### config.mk
export PLATFORM = sky130hd
export DESIGN_NAME = ema_adaptive_motion_threshold
export DESIGN_NICKNAME = d
export VERILOG_FILES = /design/src/hw/rtl/emat_pkg.sv /design/src/hw/rtl/ema_adaptive_motion_threshold.sv /design/src/hw/rtl/emat_ctrl.sv /design/src/hw/rtl/emat_dp.sv
export SDC_FILE = /design/constraint.sdc
export NUM_CORES = 2
export LEC_CHECK = 0
export ABC_AREA = 0
export BUFFER_PORTS_ARGS = -buffer_cell sky130_fd_sc_hd__buf_2
export CAP_MARGIN = 40
export CORE_UTILIZATION = 40
export DETAILED_ROUTE_END_ITERATION = 7
export PLACE_DENSITY_LB_ADDON = 0.2
export SYNTH_ARGS = -nofsm -noshare
export SYNTH_HDL_FRONTEND = slang
export SYNTH_SLANG_ARGS = --single-unit
### constraint.sdc
create_clock -name clk -period 10.1 [get_ports clk]
set_input_delay 2.02 -clock clk [delete_from_list [all_inputs] [get_ports clk]]
set_output_delay 2.02 -clock clk [all_outputs]
set_load 0.01 [all_outputs]
### src/hw/rtl/emat_pkg.sv
// package for the adaptive motion threshold block
// command struct between controller and datapath, saturating update functions
// no dependencies
`timescale 1ns / 1ps

package emat_pkg;

	localparam int unsigned DataW   = 32;
	localparam int unsigned FactorW = 16;
	localparam int unsigned WeightW = 17;
	localparam int unsigned ProdW   = 52;
	localparam int unsigned AddrW   = 4;
	localparam int unsigned ResultW = 4 * DataW;

	localparam logic [WeightW-1:0] AlphaOne = WeightW'(65536);

	// register indexes, taken from paddr[3:2]
	localparam logic [1:0] RegBase   = 2'd0;
	localparam logic [1:0] RegFactor = 2'd1;
	localparam logic [1:0] RegWeight = 2'd2;

	localparam logic [DataW-1:0]   BaseReset   = '0;
	localparam logic [FactorW-1:0] FactorReset = FactorW'(512);
	localparam logic [WeightW-1:0] WeightReset = WeightW'(6554);

	// one bit per controller step, at most one set per cycle
	typedef struct packed {
		logic load_sad;
		logic seed;
		logic calc_delta;
		logic calc_prior;
		logic upd_mean;
		logic upd_spread;
		logic scale_spread;
		logic load_out;
	} cmd_t;

	// base + floor(factor * spread / 2^8), saturated at 32 bits
	function automatic logic [DataW-1:0] thr_sat(input logic [DataW-1:0] base,
			input logic signed [ProdW-1:0] p);
		logic [40:0] sum;
		sum = {9'd0, base} + {1'b0, p[47:8]};
		return (sum[40:32] != '0) ? '1 : sum[DataW-1:0];
	endfunction

	// cur + floor(p / 2^16), clamped to the unsigned 32-bit range
	function automatic logic [DataW-1:0] ema_sat(input logic [DataW-1:0] cur,
			input logic signed [ProdW-1:0] p);
		logic signed [36:0] sum;
		sum = $signed({5'd0, cur}) + $signed({p[ProdW-1], p[ProdW-1:16]});
		if (sum[36])
			return '0;
		else if (sum[35:32] != '0)
			return '1;
		else
			return sum[DataW-1:0];
	endfunction

endpackage

### src/hw/rtl/ema_adaptive_motion_threshold.sv
// adaptive motion threshold: the first request after reset only seeds the mean and prior
// threshold (seeding); later requests run the full update, then the result is registered
// one request in flight; the next request is taken once the controller is back in idle:
// a later request runs six controller steps, four of them on the one shared multiplier;
// seeding runs only the seed and final steps; idle comes later if the result is not taken
// arst_n clears the seeded flag, the controller and output valid, and loads register defaults
// top level: apb register file, controller and datapath; depends on emat_pkg
`timescale 1ns / 1ps

module ema_adaptive_motion_threshold (
	input  logic                          clk,
	input  logic                          arst_n,
	// configuration port
	input  logic                          psel,
	input  logic                          penable,
	input  logic                          pwrite,
	input  logic [emat_pkg::AddrW-1:0]   paddr,
	input  logic [31:0]                   pwdata,
	output logic [31:0]                   prdata,
	output logic                          pready,
	// score requests
	input  logic                          s_tvalid,
	output logic                          s_tready,
	input  logic [31:0]                   s_tdata,   // sad_score
	// threshold results
	output logic                          m_tvalid,
	input  logic                          m_tready,
	// prior_threshold, new_threshold, mean_level, spread_level
	output logic [emat_pkg::ResultW-1:0] m_tdata
);
	import emat_pkg::*;

	logic [DataW-1:0]   base_q;
	logic [FactorW-1:0] factor_q;
	logic [WeightW-1:0] weight_q;
	logic               cfg_wr;
	cmd_t               cmd;

	// apb: no wait states, write lands on the access cycle
	assign pready = 1'b1;
	assign cfg_wr = psel && penable && pwrite && pready;

	always_ff @(posedge clk or negedge arst_n) begin
		if (!arst_n) begin
			base_q   <= BaseReset;
			factor_q <= FactorReset;
			weight_q <= WeightReset;
		end else if (cfg_wr) begin
			unique case (paddr[3:2])
				RegBase:   base_q   <= pwdata;
				RegFactor: factor_q <= pwdata[FactorW-1:0];
				RegWeight: weight_q <= pwdata[WeightW-1:0];
				default: ;  // unmapped, write dropped
			endcase
		end
	end

	// read back, unmapped addresses read zero
	always_comb begin
		unique case (paddr[3:2])
			RegBase:   prdata = base_q;
			RegFactor: prdata = {16'd0, factor_q};
			RegWeight: prdata = {15'd0, weight_q};
			default:   prdata = '0;
		endcase
	end

	// controller: one step per state, holds the result until taken
	emat_ctrl u_ctrl (
		.clk      (clk),
		.arst_n   (arst_n),
		.s_tvalid (s_tvalid),
		.s_tready (s_tready),
		.m_tvalid (m_tvalid),
		.m_tready (m_tready),
		.cmd      (cmd)
	);

	// datapath: mean/spread update and threshold scaling
	emat_dp u_dp (
		.clk    (clk),
		.cmd    (cmd),
		.sad_in (s_tdata),
		.base   (base_q),
		.factor (factor_q),
		.weight (weight_q),
		.result (m_tdata)
	);

endmodule

### src/hw/rtl/emat_ctrl.sv
// controller state machine for the adaptive motion threshold block
// sequences the shared multiplier steps, owns the seeded flag and output valid
// depends on emat_pkg
`timescale 1ns / 1ps

module emat_ctrl (
	input  logic          clk,
	input  logic          arst_n,
	input  logic          s_tvalid,
	output logic          s_tready,
	output logic          m_tvalid,
	input  logic          m_tready,
	output emat_pkg::cmd_t cmd
);
	import emat_pkg::*;

	typedef enum logic [7:0] {
		ST_IDLE   = 8'b0000_0001,
		ST_SEED   = 8'b0000_0010,
		ST_PRIOR  = 8'b0000_0100,
		ST_MEAN   = 8'b0000_1000,
		ST_SPREAD = 8'b0001_0000,
		ST_UPDS   = 8'b0010_0000,
		ST_SCALE  = 8'b0100_0000,
		ST_FINAL  = 8'b1000_0000
	} state_t;

	state_t state_q, state_d;
	logic   seeded_q;
	logic   out_valid_q;
	logic   accept;
	logic   out_free;

	assign s_tready = (state_q == ST_IDLE);
	assign m_tvalid = out_valid_q;
	assign accept   = s_tvalid && s_tready;
	assign out_free = !out_valid_q || m_tready;

	always_comb begin
		state_d = state_q;
		cmd     = '0;
		unique case (state_q)
			ST_IDLE: begin
				cmd.load_sad = accept;
				if (accept)
					state_d = seeded_q ? ST_PRIOR : ST_SEED;
			end
			ST_SEED: begin
				cmd.seed = 1'b1;
				state_d  = ST_FINAL;
			end
			ST_PRIOR: begin
				cmd.calc_delta = 1'b1;
				state_d        = ST_MEAN;
			end
			ST_MEAN: begin
				cmd.calc_prior = 1'b1;
				state_d        = ST_SPREAD;
			end
			ST_SPREAD: begin
				cmd.upd_mean = 1'b1;
				state_d      = ST_UPDS;
			end
			ST_UPDS: begin
				cmd.upd_spread = 1'b1;
				state_d        = ST_SCALE;
			end
			ST_SCALE: begin
				cmd.scale_spread = 1'b1;
				state_d          = ST_FINAL;
			end
			ST_FINAL: begin
				cmd.load_out = out_free;
				if (out_free)
					state_d = ST_IDLE;
			end
			default: state_d = ST_IDLE;
		endcase
	end

	always_ff @(posedge clk or negedge arst_n) begin
		if (!arst_n) begin
			state_q     <= ST_IDLE;
			seeded_q    <= 1'b0;
			out_valid_q <= 1'b0;
		end else begin
			state_q <= state_d;
			if (cmd.seed)
				seeded_q <= 1'b1;
			if (cmd.load_out)
				out_valid_q <= 1'b1;
			else if (m_tready)
				out_valid_q <= 1'b0;
		end
	end

endmodule

### src/hw/rtl/emat_dp.sv
// datapath for the adaptive motion threshold block
// shared 18x34 signed multiplier, running mean and spread, output register
// depends on emat_pkg
`timescale 1ns / 1ps

module emat_dp (
	input  logic                          clk,
	input  emat_pkg::cmd_t                cmd,
	input  logic [emat_pkg::DataW-1:0]   sad_in,
	input  logic [emat_pkg::DataW-1:0]   base,
	input  logic [emat_pkg::FactorW-1:0] factor,
	input  logic [emat_pkg::WeightW-1:0] weight,
	output logic [emat_pkg::ResultW-1:0] result
);
	import emat_pkg::*;

	logic [DataW-1:0]          sad_q;
	logic [DataW-1:0]          mean_q;
	logic [DataW-1:0]          spread_q;
	logic [DataW-1:0]          prior_q;
	logic signed [DataW:0]     delta_q;
	logic signed [DataW+1:0]   d2_q;
	logic signed [ProdW-1:0]   prod_q;
	logic [ResultW-1:0]        result_q;

	logic [WeightW-1:0]        alpha;
	logic [DataW:0]            delta_mag;
	logic [WeightW-1:0]        mul_a;
	logic signed [DataW+1:0]   mul_b;
	logic signed [ProdW-1:0]   prod_d;

	// weights above one act as one
	assign alpha     = weight[WeightW-1] ? AlphaOne : weight;
	assign delta_mag = delta_q[DataW] ? (DataW+1)'(0) - delta_q : delta_q;

	always_comb begin
		priority if (cmd.calc_prior) begin
			mul_a = alpha;
			mul_b = {delta_q[DataW], delta_q};
		end else if (cmd.upd_mean) begin
			mul_a = alpha;
			mul_b = d2_q;
		end else begin
			mul_a = {1'b0, factor};
			mul_b = $signed({2'b00, spread_q});
		end
	end

	assign prod_d = $signed({1'b0, mul_a}) * mul_b;

	always_ff @(posedge clk) begin
		if (cmd.load_sad)
			sad_q <= sad_in;
		if (cmd.seed) begin
			mean_q   <= sad_q;
			spread_q <= '0;
			prior_q  <= base;
			prod_q   <= '0;
		end
		if (cmd.calc_delta)
			delta_q <= $signed({1'b0, sad_q}) - $signed({1'b0, mean_q});
		if (cmd.calc_delta || cmd.calc_prior || cmd.upd_mean || cmd.scale_spread)
			prod_q <= prod_d;
		if (cmd.calc_prior) begin
			prior_q <= thr_sat(base, prod_q);
			d2_q    <= $signed({1'b0, delta_mag}) - $signed({2'b00, spread_q});
		end
		if (cmd.upd_mean)
			mean_q <= ema_sat(mean_q, prod_q);
		if (cmd.upd_spread)
			spread_q <= ema_sat(spread_q, prod_q);
		if (cmd.load_out)
			result_q <= {spread_q, mean_q, thr_sat(base, prod_q), prior_q};
	end

	assign result = result_q;

endmodule

==> impl_metrics.sql <==
INSERT INTO impl_metrics (metric_group, metric, value, unit) VALUES
('floorplan', 'fp-row-count', '122', ''),
('global_route', 'first_global_vias', '33300', ''),
('detailed_routing', 'post_detailed_route_count_of_antenna_violating_nets', '0', ''),
('placed_design', 'postPlaceCellArea', '48400', 'um2'),
('clock_tree', 'tritoncts', 'done', ''),
('floorplan', 'die_h', '337', 'um'),
('finish', 'antenna_cells', '0', ''),
('logic_synthesis', 'syn-instance-count', '4594', ''),
('global_route', 'grt_pass1_wl', '195000', 'um'),
('critical_path', 'cp_data_arrival_time', '9.77', 'ns'),
('finish', 'seq_area', '12900', 'um2'),
('timing', 'worst-slew-pin-transition', '0.931', 'ns'),
('logic_synthesis', 'synthDistinctLibCells', '81', ''),
('logic_synthesis', 'synthSimpleGateAreaFrac', '12.2', '%'),
('logic_synthesis', 'synth-seq-cells', '442', ''),
('timing', 'worst_slew_margin_relative_to_its_limit', '37.9', '%'),
('global_route', 'grt_antenna_before_repair', '5', ''),
('finish', 'final_net_count', '5723', ''),
('floorplan', 'initial_utilization', '40.5', '%'),
('critical_path', 'timing.rr.start', 'u_ctrl.state_q[5]', ''),
('detailed_routing', 'route.final.wire_length', '127000', 'um'),
('clock_tree', 'cts-buffers-inserted', '47', ''),
('detailed_routing', 'drt_drc_violations_left', '0', ''),
('floorplan', 'core', '111000', 'um2'),
('critical_path', 'timing.critical_path.to', 'u_dp.prod_q[51]', ''),
('critical_path', 'slowest_delay', '0.66', 'ns'),
('logic_synthesis', 'synth.mux.area_fraction', '2.96', '%'),
('timing', 'skew', '0.0210', 'ns'),
('job', 'cap_violations', '0', ''),
('logic_synthesis', 'netlist.top_cell.by_area', 'fa_1', ''),
('placed_design', 'gp_congestion', '0.922', ''),
('critical_path', 'worst_r2r_path_depth', '30', ''),
('detailed_routing', 'via_count', '33600', ''),
('logic_synthesis', 'synth_xor_xnor_area_share', '3.99', '%'),
('clock_tree', 'clock_tree_root_buffer_cell', 'clkbuf_16', ''),
('critical_path', 'reg2reg_setup_slack', '0.65', 'ns'),
('logic_synthesis', 'dominant_combinational_cell_family_by_area_after_synthesis', 'adder cells', ''),
('critical_path', 'crit_fanout', '24', ''),
('timing', 'timing.final.hold_violations', '0', ''),
('critical_path', 'worstReg2RegEnd', 'u_dp.prod_q[51]', ''),
('logic_synthesis', 'synth_area', '45000', 'um2'),
('logic_synthesis', 'syn_avg_cell_area', '9.79', 'um2'),
('detailed_routing', 'drt_iter0_markers', '2238', ''),
('floorplan', 'fp.dieW', '337', 'um'),
('critical_path', 'start_kind', 'flop', ''),
('global_route', 'grt_remaining_overflow', '0', ''),
('timing', 'post-route-period-util', '93.5', '%'),
('logic_synthesis', 'synth_adder_area_share', '32.4', '%'),
('placed_design', 'io_buffer_count', '234', ''),
('critical_path', 'critical_path.endpoint_type', 'flop', ''),
('clock_tree', 'clk_latency', '0.60', 'ns'),
('finish', 'flow.area_growth_from_synthesis', '10.8', '%'),
('floorplan', 'ioPinCount', '238', ''),
('critical_path', 'crit_type', 'flop to flop', ''),
('finish', 'stdcell_count', '6340', ''),
('logic_synthesis', 'synth.top_cells.by_area', 'fa_1, edfxtp_1, ha_1, inv_1, nand2_1', ''),
('clock_tree', 'post_cts_resize_count', '0', ''),
('detailed_routing', 'wire_per_inst', '20.0', 'um'),
('finish', 'final_design_area_no_fill', '49900', 'um2'),
('timing', 'rsz0062_at_grt', 'false', ''),
('timing', 'fmax', '106', 'MHz'),
('timing', 'min_period', '9.45', 'ns'),
('clock_tree', 'htree_levels', '2', ''),
('logic_synthesis', 'synth.yosys.seq_area_share', '28.7', '%'),
('finish', 'drive_gt1_share', '11.2', '%'),
('placed_design', 'dpl.cell_count', '6252', ''),
('timing', 'setup_tns', '0', 'ns'),
('run_status', 'run_status', 'finished clean', ''),
('timing', 'timing.final.setup_violations', '0', ''),
('critical_path', 'critical_path.startpoint', 'u_ctrl.state_q[5]', ''),
('min_path', 'hold_class', 'flop to flop', '');
kinds of logic (layout without fill, tap and decap cells):
kind of cell	count (synthesis)	after routing
multiplexers	124	124
AND/OR/NAND/NOR	1238	1239
flip-flops	442	442
XOR/XNOR	205	205
buffers and inverters	928	1185
other	1	1
AO/OA/AOI/OAI	822	822
adder cells (fa/ha/maj)	834	834
worst max-delay path, delay by kind of cell (launching register included):
family | cells | cell delay, ns
buffers and inverters | 7 | 0.99
and+or+nand+nor | 9 | 2.30
adders and majority gates | 7 | 3.26
DFF | 1 | 0.40
muxes | 1 | 0.12
AOI/OAI and AO/OA | 6 | 2.07
cells in the final DEF, fill, tap and decap left out, drive strengths merged, types with 33 or more instances in the layout:
master  instances
a21o          132
a21oi         240
a221o          36
a31oi          47
and2           38
and3           44
buf           334
clkbuf         64
dfrtp          66
edfxtp        367
fa            554
ha            280
inv           765
mux2           72
mux2i          52
nand2         500
nand2b         43
nand3          36
nor2          397
nor2b          33
nor3           38
o21ai         155
xnor2         144
xor2           61
stage by stage:
step | hold WS (ns) | setup slack (ns)
3_5_place_dp | 0.405 | 0.550
5_1_grt | 0.415 | 0.181
2_1_floorplan | 0.400 | 1.21
3_3_place_gp | 0.402 | 0.598
4_1_cts | 0.403 | 0.487
6_report | 0.415 | 0.653
per-layer routing:
| metal | up-vias | GRT usage (%) | part of all wire, % |
|---|---|---|---|
| li1 | 15600 | - | - |
| met1 | 16800 | 30.2 | 44 |
| met2 | 907 | 38.3 | 48 |
| met3 | 171 | 2.90 | 5.6 |
| met4 | 0 | 5.43 | 2.3 |
| met5 | - | 0 | 0 |
worst min-delay path by stage:
stage / startpoint / to / cells past startpoint
6_report: u_dp.prior_q[10] / u_dp.result[10] / 0
3_5_place_dp: u_dp.prior_q[11] / u_dp.result[11] / 0
5_1_grt: u_dp.prior_q[10] / u_dp.result[10] / 0
2_1_floorplan: u_dp.prior_q[0] / u_dp.result[0] / 0
3_3_place_gp: u_dp.prior_q[0] / u_dp.result[0] / 0
4_1_cts: u_dp.prior_q[10] / u_dp.result[10] / 0
state kept, by name, indices dropped and copies added (netlist names), 17 cells and up:
name,flops
weight_q,17
u_dp.delta_q,33
u_dp.mean_q,32
u_dp.prod_q,44
u_dp.result,128
u_dp.d2_q,34
u_dp.sad_q,32
u_dp.spread_q,32
u_dp.prior_q,32
base_q,32
cell type report:
cell class              count  area share (%)
clock buffers              64            2.61
clock inverters            23           0.379
inverters                 764            5.76
multi-input cells        3225            57.6
flip-flops and latches    442            25.9
well taps                1488            3.73
repair buffers            334            4.00
cells in the mapped netlist, types with 10 or more instances:
cell type,count
o31ai_1,16
a31oi_1,47
a211o_1,10
and3_1,44
or2_2,13
nand3_1,35
nor2b_1,33
o21ai_0,143
a211oi_1,30
a21o_1,132
nor2_1,396
or3_1,18
a21oi_1,239
dfrtp_1,66
xnor2_1,144
o21a_1,31
nand2b_1,43
ha_1,280
a221o_1,36
o21bai_1,23
and2_1,38
mux2_2,72
o211ai_1,16
edfxtp_1,367
nand4_1,26
fa_1,554
mux2i_1,52
nand2_1,500
clkbuf_1,149
nor3_1,38
xor2_1,61
inv_1,763
Power is not shown: default switching activity piles up to over one toggle a cycle in this logic, so the estimate is an artifact.
